--- src/sv/cstp_pkg.sv ---
// Shared constants and types for the call stack exclusive time profiler.
`default_nettype none
package cstp_pkg;

  localparam int DEF_FUNC_COUNT  = 64;
  localparam int DEF_STACK_DEPTH = 64;

  localparam int ID_W    = 6;
  localparam int TS_W    = 32;
  localparam int TOTAL_W = 32;
  localparam int BND_W   = TS_W + 1;

  localparam int IN_DATA_W  = 40;
  localparam int IN_USER_W  = 1;
  localparam int OUT_DATA_W = 40;
  localparam int OUT_USER_W = 3;

  localparam logic EV_START = 1'b0;
  localparam logic EV_END   = 1'b1;

  typedef enum logic [1:0] {
    ST_OK    = 2'd0,
    ST_FULL  = 2'd1,
    ST_EMPTY = 2'd2
  } status_t;

endpackage
`default_nettype wire

--- src/sv/call_stack_exclusive_time_profiler_core.sv ---
// Top level of the call stack exclusive time profiler.
//
//  channel  | direction | tdata (low bit up)               | tuser (low bit up)
//  s_axis   | in        | func_id[5:0], timestamp[37:6]    | req_type[0]
//  m_axis   | out       | credited_id[5:0], total[37:6]    | credit_valid[0], status[2:1]
//
// An event passes through four steps: accept, call stack read, totals read and add, write-back.
// The two registered memory reads lie in series.
// After reset the totals memory is cleared, one entry a cycle, through all FUNC_COUNT entries;
// s_axis_tready stays low during the clear.
// A result waits in the output register; the next event is accepted meanwhile, and
// write-back holds while an earlier result has not been taken.
`default_nettype none
module call_stack_exclusive_time_profiler_core #(
  parameter int FUNC_COUNT  = cstp_pkg::DEF_FUNC_COUNT,
  parameter int STACK_DEPTH = cstp_pkg::DEF_STACK_DEPTH
) (
  input  wire logic                              clk,
  input  wire logic                              rst,
  input  wire logic                              s_axis_tvalid,
  output logic                                   s_axis_tready,
  // func_id, timestamp, zero fill
  input  wire logic [cstp_pkg::IN_DATA_W-1:0]    s_axis_tdata,
  // req_type
  input  wire logic [cstp_pkg::IN_USER_W-1:0]    s_axis_tuser,
  output logic                                   m_axis_tvalid,
  input  wire logic                              m_axis_tready,
  // credited_id, credited_total, zero fill
  output logic      [cstp_pkg::OUT_DATA_W-1:0]   m_axis_tdata,
  // credit_valid, event_status
  output logic      [cstp_pkg::OUT_USER_W-1:0]   m_axis_tuser
);

  localparam int FA_W = $clog2(FUNC_COUNT);
  localparam int SA_W = $clog2(STACK_DEPTH);
  localparam int SC_W = $clog2(STACK_DEPTH + 1);
  localparam int ID_W = cstp_pkg::ID_W;
  localparam int TS_W = cstp_pkg::TS_W;
  localparam int TW   = cstp_pkg::TOTAL_W;
  localparam int BW   = cstp_pkg::BND_W;
  localparam int IDS  = 1 << ID_W;

  typedef enum logic [4:0] {
    S_CLR  = 5'b00001,
    S_IDLE = 5'b00010,
    S_RD1  = 5'b00100,
    S_RD2  = 5'b01000,
    S_RES  = 5'b10000
  } state_t;

  state_t state;

  logic                 ev_end;
  logic [ID_W-1:0]      ev_fid;
  logic [TS_W-1:0]      ev_ts;
  logic [SC_W-1:0]      count;
  logic [BW-1:0]        boundary;
  logic [FA_W-1:0]      clr_idx;
  logic [ID_W-1:0]      top_id;
  logic [BW-1:0]        elapsed;
  logic [BW-1:0]        new_bnd;
  logic [TW-1:0]        total;
  logic                 credit;
  logic                 do_push;
  logic                 do_pop;
  cstp_pkg::status_t    status;

  logic [ID_W-1:0]      fid_mod [IDS];
  logic [SC_W-1:0]      cnt_m1;
  logic                 full;
  logic                 empty;
  logic [BW-1:0]        now_pt;
  logic [TW+1:0]        sum;
  logic                 fire;

  logic                 tot_we;
  logic [FA_W-1:0]      tot_waddr;
  logic [TW-1:0]        tot_wdata;
  logic [FA_W-1:0]      tot_raddr;
  logic [TW-1:0]        tot_rdata;
  logic [ID_W-1:0]      stk_rdata;

  always_comb begin
    for (int i = 0; i < IDS; i++) begin
      fid_mod[i] = ID_W'(i % FUNC_COUNT);
    end
  end

  assign cnt_m1 = count - SC_W'(1);
  assign full   = (count == SC_W'(STACK_DEPTH));
  assign empty  = (count == '0);
  assign now_pt = ev_end ? ({1'b0, ev_ts} + BW'(1)) : {1'b0, ev_ts};
  assign sum    = {2'b00, tot_rdata} + {1'b0, elapsed};
  assign fire   = (state == S_RES) && (!m_axis_tvalid || m_axis_tready);

  assign s_axis_tready = (state == S_IDLE);

  assign tot_we    = (state == S_CLR) || (fire && credit);
  assign tot_waddr = (state == S_CLR) ? clr_idx : FA_W'(top_id);
  assign tot_wdata = (state == S_CLR) ? '0 : total;
  assign tot_raddr = FA_W'(stk_rdata);

  cstp_ram #(.WIDTH(TW), .DEPTH(FUNC_COUNT)) u_totals (
    .clk   (clk),
    .we    (tot_we),
    .waddr (tot_waddr),
    .wdata (tot_wdata),
    .raddr (tot_raddr),
    .rdata (tot_rdata)
  );

  cstp_ram #(.WIDTH(ID_W), .DEPTH(STACK_DEPTH)) u_stack (
    .clk   (clk),
    .we    (fire && do_push),
    .waddr (count[SA_W-1:0]),
    .wdata (fid_mod[ev_fid]),
    .raddr (cnt_m1[SA_W-1:0]),
    .rdata (stk_rdata)
  );

  always_ff @(posedge clk) begin
    if (rst) begin
      state         <= S_CLR;
      clr_idx       <= '0;
      count         <= '0;
      boundary      <= '0;
      m_axis_tvalid <= 1'b0;
    end else begin
      if (fire) begin
        m_axis_tvalid <= 1'b1;
      end else if (m_axis_tready) begin
        m_axis_tvalid <= 1'b0;
      end
      unique case (state)
        S_CLR: begin
          clr_idx <= clr_idx + FA_W'(1);
          if (clr_idx == FA_W'(FUNC_COUNT - 1)) begin
            state <= S_IDLE;
          end
        end
        S_IDLE: begin
          if (s_axis_tvalid) begin
            state <= S_RD1;
          end
        end
        S_RD1: begin
          state <= S_RD2;
        end
        S_RD2: begin
          state <= S_RES;
        end
        S_RES: begin
          if (fire) begin
            if (do_push) begin
              count    <= count + SC_W'(1);
              boundary <= new_bnd;
            end
            if (do_pop) begin
              count    <= cnt_m1;
              boundary <= new_bnd;
            end
            state <= S_IDLE;
          end
        end
        default: state <= S_CLR;
      endcase
    end
  end

  always_ff @(posedge clk) begin
    if (s_axis_tvalid && s_axis_tready) begin
      ev_end <= s_axis_tuser[0];
      ev_fid <= s_axis_tdata[ID_W-1:0];
      ev_ts  <= s_axis_tdata[ID_W+TS_W-1:ID_W];
    end
    if (state == S_RD1) begin
      top_id  <= stk_rdata;
      new_bnd <= now_pt;
      elapsed <= (now_pt >= boundary) ? (now_pt - boundary) : '0;
      do_push <= (ev_end == cstp_pkg::EV_START) && !full;
      do_pop  <= (ev_end == cstp_pkg::EV_END) && !empty;
      credit  <= !empty && ((ev_end == cstp_pkg::EV_END) || !full);
      if ((ev_end == cstp_pkg::EV_START) && full) begin
        status <= cstp_pkg::ST_FULL;
      end else if ((ev_end == cstp_pkg::EV_END) && empty) begin
        status <= cstp_pkg::ST_EMPTY;
      end else begin
        status <= cstp_pkg::ST_OK;
      end
    end
    if (state == S_RD2) begin
      total <= (sum[TW+1:TW] != 2'b00) ? {TW{1'b1}} : sum[TW-1:0];
    end
    if (fire) begin
      m_axis_tdata <= credit ? {2'b00, total, top_id} : '0;
      m_axis_tuser <= {status, credit};
    end
  end

endmodule
`default_nettype wire

--- src/sv/cstp_ram.sv ---
// Simple dual-port synchronous RAM with a registered read port.
`default_nettype none
module cstp_ram #(
  parameter int WIDTH = cstp_pkg::TOTAL_W,
  parameter int DEPTH = cstp_pkg::DEF_FUNC_COUNT,
  localparam int AW = $clog2(DEPTH)
) (
  input  wire logic             clk,
  input  wire logic             we,
  input  wire logic [AW-1:0]    waddr,
  input  wire logic [WIDTH-1:0] wdata,
  input  wire logic [AW-1:0]    raddr,
  output logic      [WIDTH-1:0] rdata
);

  logic [WIDTH-1:0] mem [DEPTH];

  always_ff @(posedge clk) begin
    if (we) begin
      mem[waddr] <= wdata;
    end
    rdata <= mem[raddr];
  end

endmodule
`default_nettype wire

--- config.mk ---
export PLATFORM = sky130hd
export DESIGN_NAME = call_stack_exclusive_time_profiler_core
export DESIGN_NICKNAME = d
export VERILOG_FILES = /design/src/sv/cstp_pkg.sv /design/src/sv/call_stack_exclusive_time_profiler_core.sv /design/src/sv/cstp_ram.sv
export SDC_FILE = /design/constraint.sdc
export NUM_CORES = 2
export LEC_CHECK = 0
export ABC_AREA = 1
export CELL_PAD_IN_SITES_DETAIL_PLACEMENT = 0
export CELL_PAD_IN_SITES_GLOBAL_PLACEMENT = 2
export CORE_MARGIN = 2
export CORE_UTILIZATION = 30
export DETAILED_ROUTE_END_ITERATION = 8
export DONT_BUFFER_PORTS = 1
export PLACE_DENSITY_LB_ADDON = 0.15
export SLEW_MARGIN = 20
export SYNTH_ARGS = -nofsm -noshare
export SYNTH_HDL_FRONTEND = slang
export SYNTH_SLANG_ARGS = --single-unit
--- constraint.sdc ---
create_clock -name clk -period 15.68 [get_ports clk]
set_clock_uncertainty 0.2 [all_clocks]
set_input_delay 1.568 -clock clk [delete_from_list [all_inputs] [get_ports clk]]
set_output_delay 1.568 -clock clk [all_outputs]
set_load 0.005 [all_outputs]
; ---- After elaboration in Yosys (flattened, before gate mapping)
; Memory sizes are Yosys's and may differ from the RTL's. A register that Yosys moved wholly into a read port is not among the register bits.
; Index checks and enable logic that the tools add are counted.
[word_totals]
memories = 3
ramBits = 2432
inputBits = 45
ff_bits = 243
mem_bits_ro = 384
out_inout_bits = 45
elab_cells = 83
[mem_list]
columns = memory, depth, word_bits, read_ports, rd_ports_with_merged_regs, wr, line
row1 = u_totals.mem, 64, 32, 1, 1, 1, cstp_ram.sv:16  ; logic [WIDTH-1:0] mem [DEPTH];
row2 = (no name shown), 64, 6, 1, 0, 0, call_stack_exclusive_time_profiler_core.sv:116  ; .wdata (fid_mod[ev_fid]),
row3 = u_stack.mem, 64, 6, 1, 1, 1, cstp_ram.sv:16
[classes]
bitwise_logic = 2
reduce_logical = 21
n_mux = 20
order_cmp = 2
n_eq_ne = 10
addsub = 6
[op_table]
columns = op, count
row1 = 2-to-1 mux 33 bit, 3
row2 = adder 32 x 33 -> 34 bit, 1
row3 = "adder 32 x 1 -> 33 bit, second input constant", 1
row4 = greater-or-equal comparator 33 bit, 1
row5 = subtractor 33 bit, 1
row6 = 2-to-1 mux 32 bit, 1
row7 = case mux 5 bit (5 select lines), 1
row8 = 2-to-1 mux 6 bit, 3
row9 = 2-to-1 mux 5 bit, 3
row10 = 2-to-1 mux 7 bit, 2
row11 = logical AND 1 bit, 9
row12 = "adder 7 x 1 -> 7 bit, second input constant", 1
row13 = "equality test 7 bit, second input constant", 1
row14 = "greater-or-equal comparator 7 bit, second input constant", 1
row15 = zero test 7 bit, 1
row16 = inverter 6 -> 7 bit, 1
row17 = "subtractor 7 x 1 -> 7 bit, second input constant", 1
row18 = "adder 6 x 1 -> 6 bit, second input constant", 1
row19 = "equality test 6 bit, second input constant", 1
row20 = 2-to-1 mux 1 bit, 6
row21 = AND reduction 3 bit, 2
row22 = nonzero test 2 bit, 3
row23 = "equality test 5 x 1 -> 1 bit, second input constant", 1
row24 = "equality test 5 x 2 -> 1 bit, second input constant", 1
row25 = 9 further kinds, 14

; ---- Depth between registers and ports, before layout
[depth]
ltp_word = 7
depth_mapped = 22
mapped_depth_nobuf = 21

; ---- Cells and area by module
; A second synthesis with hierarchy kept.
[unflattened]
hier_cells = 10035
area_unflattened_um2 = 113224.8
[modules_own_cells]
columns = module, cells_per_inst, area_per_inst_um2, seq_area_each_um2, instances
row1 = cstp_ram at u_totals, 6769, 82738.1, 62139.6, 1
row2 = cstp_ram at u_stack, 1376, 15930.3, 11651.2, 1
row3 = call_stack_exclusive_time_profiler_core, 1890, 14556.5, 6716.4, 1

; ---- Worst setup path after synthesis
; Ideal clock, no wire load.
[synth_timing]
path_kind = register to register
from = register state[3]
to = register state[0]
path_slack_ns = 6.763
setup_ns = 0.131
required_time_ns = 15.349
arrival_time_ns = 8.586
path_stages_with_launch = 5
synth_period_minus_slack_ns = 8.917
n_path_buf = 0
path_cell_list = dfxtp_1 -> nor4_1 -> inv_1 -> nand4_1 -> nand3_1
[synth_between]
elab_chain_cells = 4
word_cells_on_any_way = 11
cone_classes = eq/ne (8) / mux (1) / reduce/logical (2)
[synth_rtl]
columns = element, line
row1 = from (decl), call_stack_exclusive_time_profiler_core.sv:51  ; state_t state;
row2 = from (signal assigned), call_stack_exclusive_time_profiler_core.sv:123  ; state <= S_CLR;
row3 = from (signal assigned), call_stack_exclusive_time_profiler_core.sv:138  ; state <= S_IDLE;
row4 = from (signal assigned), call_stack_exclusive_time_profiler_core.sv:143  ; state <= S_RD1;
row5 = equality test 5 bit, "call_stack_exclusive_time_profiler_core.sv:94, call_stack_exclusive_time_profiler_core.sv:134"
row6 = logical AND 1 bit, call_stack_exclusive_time_profiler_core.sv:94  ; assign fire = (state == S_RES) && (!m_axis_tvalid || m_axis_tready);
row7 = inequality test 2 bit (no line), n/a
row8 = AND reduction 3 bit (no line), n/a
; Parallel ways exist; a longest one is shown, timed or not.
; A chain may end at the register's enable or synchronous reset.

==> results_dict.tcl <==
set metrics [dict create \
    synthTopCellsByArea "edfxtp_1 70%, nand2_1 6.6%, nand3_1 6.1%" \
    min_period_over_period_pct 33.26 \
    antenna_found_initial 16 \
    rsz0062_at_grt "false" \
    yosysUniqueCellTypes 51 \
    post-route-min-period_ps 5215 \
    swShare_pct 20.09 \
    critPathKind "flop to flop" \
    grt_pass1_vias 71680 \
    outcome "completed" \
    wl_um 374500 \
    p_leak_nw 46.10 \
    power.density_mw_per_mm2 117.6 \
    p_switching_w 0.003036 \
    ctsResizeCount 0 \
    drc 0 \
    vias 72860 \
    synth_seq_cells 2711 \
    h-tree-depth 5 \
    critPathLaunchType "flop" \
    overflow 0 \
    worstPathArrival_ps 5800 \
    drive_above_1_share_pct 7.879 \
    routed_via_density 4.888 \
    hold-path-endpoint "boundary[13]$_SDFFE_PP0P_" \
    finalNetCount 9759 \
    path_clk_slew_ps 60 \
    initial_core_util_pct 30.07 \
    p_seq_share_pct 52.0 \
    dp_hpwl_um 204000 \
    yosysTopAreaCell "edfxtp_1" \
    first_iter_violations 5816 \
    r2r_slack_ps 10470 \
    dr_wl_met2_um 179400 \
    cts-root-buf "clkbuf_16" \
    clkSinkCount 2711 \
    cp-end-kind "flop" \
    coreArea_mm2 0.3747 \
    synthArstFlopShare_pct 0 \
    syn_avg_cell_area_um2 11.62 \
    setup_viol 0 \
    rr_endpoint "u_totals.rdata[22]$_DFF_P_" \
    crit_path_max_fanout 152 \
    p_int_w 0.01207 \
    relSlewSlack_pct 27.01 \
    postCtsHoldBufs 0 \
    finalHoldViolCount 0 \
    ir_drop_v 0.00007618 \
    grt_max_degree 190 \
    port_buffers 0 \
    synth_edf_count 2621 \
    synth_top_cell_area_share_pct 69.84 \
    clock_latency_ps 910 \
    routed.top_layer "met4" \
    clock_path_buffers 4 \
    place_congestion 0.7889 \
    fillers 37030 \
    maxCapViolCount 0 \
    ant_nets 0 \
    setup.worst_path.start "u_stack.rdata[0]$_DFF_P_" \
    critical_path_required_ps 16260 \
    cts_tree "done" \
    grt_usage_pct 19.22 \
    r2r-start "u_stack.rdata[0]$_DFF_P_" \
    share_comb_of_total_power_pct 0.4 \
    ys.flop_type "edfxtp_1" \
    cts_setup_buffers 0 \
    synthToLayoutAreaGrowth_pct 14.06 \
    syn_inst 9702 \
    die_w_um 616.9 \
    min-delay-path-class "flop to flop" \
    wl_per_cell_um 25.13 \
    worst_slew_pin_slew_ps 1095 \
    fmax_mhz 191.8 \
    yosys_warnings 0 \
    cts_buffers 315 \
    maxSlewViolCount 0 \
    die_y_um 616.9 \
    wl_met3_um 16170 \
    reg2reg_depth 12 \
    drt-met1-wl_um 170100 \
    min-delay-start "boundary[13]$_SDFFE_PP0P_" \
    io_pins 90 \
    grt_pass1_wl_um 529500 \
    dp_cells 14320 \
    yosysSeqAreaShare_pct 71.44 \
    rows 225 \
    first_pass_iters 5 \
    syn-cell-area_mm2 0.1127 \
    die_area_mm2 0.3806 \
    holdPathStages 2 \
    finalSetupTns_ps 0 \
    power_frac_clock_pct 47.6 \
    layoutNonFillerInstCount 14910 \
]
-- cell usage in the layout, fill, tap and decap left out, drive strengths merged, types with 38 or more instances in the layout --
cell	count
edfxtp	2621
nand2	2001
nand3	1376
nor2	973
o21ai	774
inv	543
clkbuf	425
a21oi	230
o22ai	192
buf	186
clkinv	101
o211ai	98
dfxtp	90
ha	69
nor3	44
xor2	38
-- sequential cells by signal, indices dropped and copies added (netlist names), 2 cells and up --
signal / cells
m_axis_tdata: 38
u_totals.mem: 2048
u_totals.rdata: 32
new_bnd: 33
u_stack.rdata: 6
ev_fid: 6
ev_ts: 32
count: 7
total: 32
boundary: 33
m_axis_tuser: 3
u_stack.mem: 384
status: 2
elapsed: 33
clr_idx: 6
state: 5
top_id: 6
-- cell families after synthesis --
family                   count (synthesis)  synth area share (%)
flip-flops                            2711                 71.44
XOR/XNOR                                69                0.5429
other                                    1              0.003328
adder cells (fa/ha/maj)                 71                0.8016
buffers and inverters                 1096                 4.226
AO/OA/AOI/OAI                         1321                 6.410
AND/OR/NAND/NOR                       4433                 16.58
-- area by class of cell --
type / instances / area, um^2 / share of cell area (%)
antenna: 25 / 62.56 / 0.04867
clock buffer: 425 / 8569 / 6.667
clock inverter: 136 / 1333 / 1.037
inverter: 533 / 2052 / 1.596
multi-input combinational: 5896 / 28200 / 21.94
sequential: 2711 / 80530 / 62.65
tap: 4994 / 6248 / 4.861
timing repair buffer: 186 / 1534 / 1.193
-- worst max-delay path, stage by stage (launching register included) --
cell and delay [ps]:
dfxtp_4 660, buf_12 570, buf_4 700, buf_4 780
buf_12 510, o21ai_0 200, o22ai_1 200, nand2_1 70
nand3_1 130, nand3_1 290, nand2_1 160, nand2_1 60
nand2_1 270
-- cell usage after synthesis (38+ instances only) --
master,count
a21oi_1,229
buf_1,51
buf_2,175
buf_4,41
clkbuf_1,260
dfxtp_1,90
edfxtp_1,2621
ha_1,69
inv_1,515
nand2_1,1990
nand3_1,1367
nor2_1,961
nor3_1,41
o211ai_1,98
o21ai_0,766
o22ai_1,192
xor2_1,38
-- how the worst max path moves through the flow --
stage	to	slack, ps
3_3_place_gp	u_totals.rdata[22]$_DFF_P_	10490
6_report	u_totals.rdata[22]$_DFF_P_	10470
3_5_place_dp	u_totals.rdata[22]$_DFF_P_	10460
2_1_floorplan	state[0]$_SDFFE_PP1P_	6760
4_1_cts	u_totals.rdata[22]$_DFF_P_	10420
5_1_grt	u_totals.rdata[22]$_DFF_P_	10080
-- power by group through the flow --
stage               Combinational, W  Clock (W)  Sequential [W]
floorplan                  0.0000313          0         0.00801
global placement           0.0000639          0         0.00801
detailed placement         0.0000650          0         0.00801
CTS                        0.0000650    0.00738         0.00786
global route               0.0000684    0.00763         0.00786
finish                     0.0000630    0.00719         0.00786
-- layer usage --
metal	up-vias	global-route usage (%)
li1	34200	-
met1	36640	26.28
met2	1582	32.49
met3	446	2.201
met4	0	4.681
met5	-	0
-- metrics by stage --
step | total power (W) | worst slack, ps | area (um^2) | hold slack, ps | utilization [%]
after global routing | 0.01556 | 10080 | 128500 | 279.7 | 34.29
after CTS | 0.01530 | 10420 | 128400 | 261.9 | 34.27
final | 0.01511 | 10470 | 128500 | 257.2 | 34.30
after global placement | 0.008075 | 10490 | 118500 | 246.1 | 31.63
after floorplan | 0.008043 | 6763 | 112700 | 200.3 | -
after detailed placement | 0.008076 | 10460 | 118500 | 252.1 | 31.63
(Power assumes the default switching activity.)
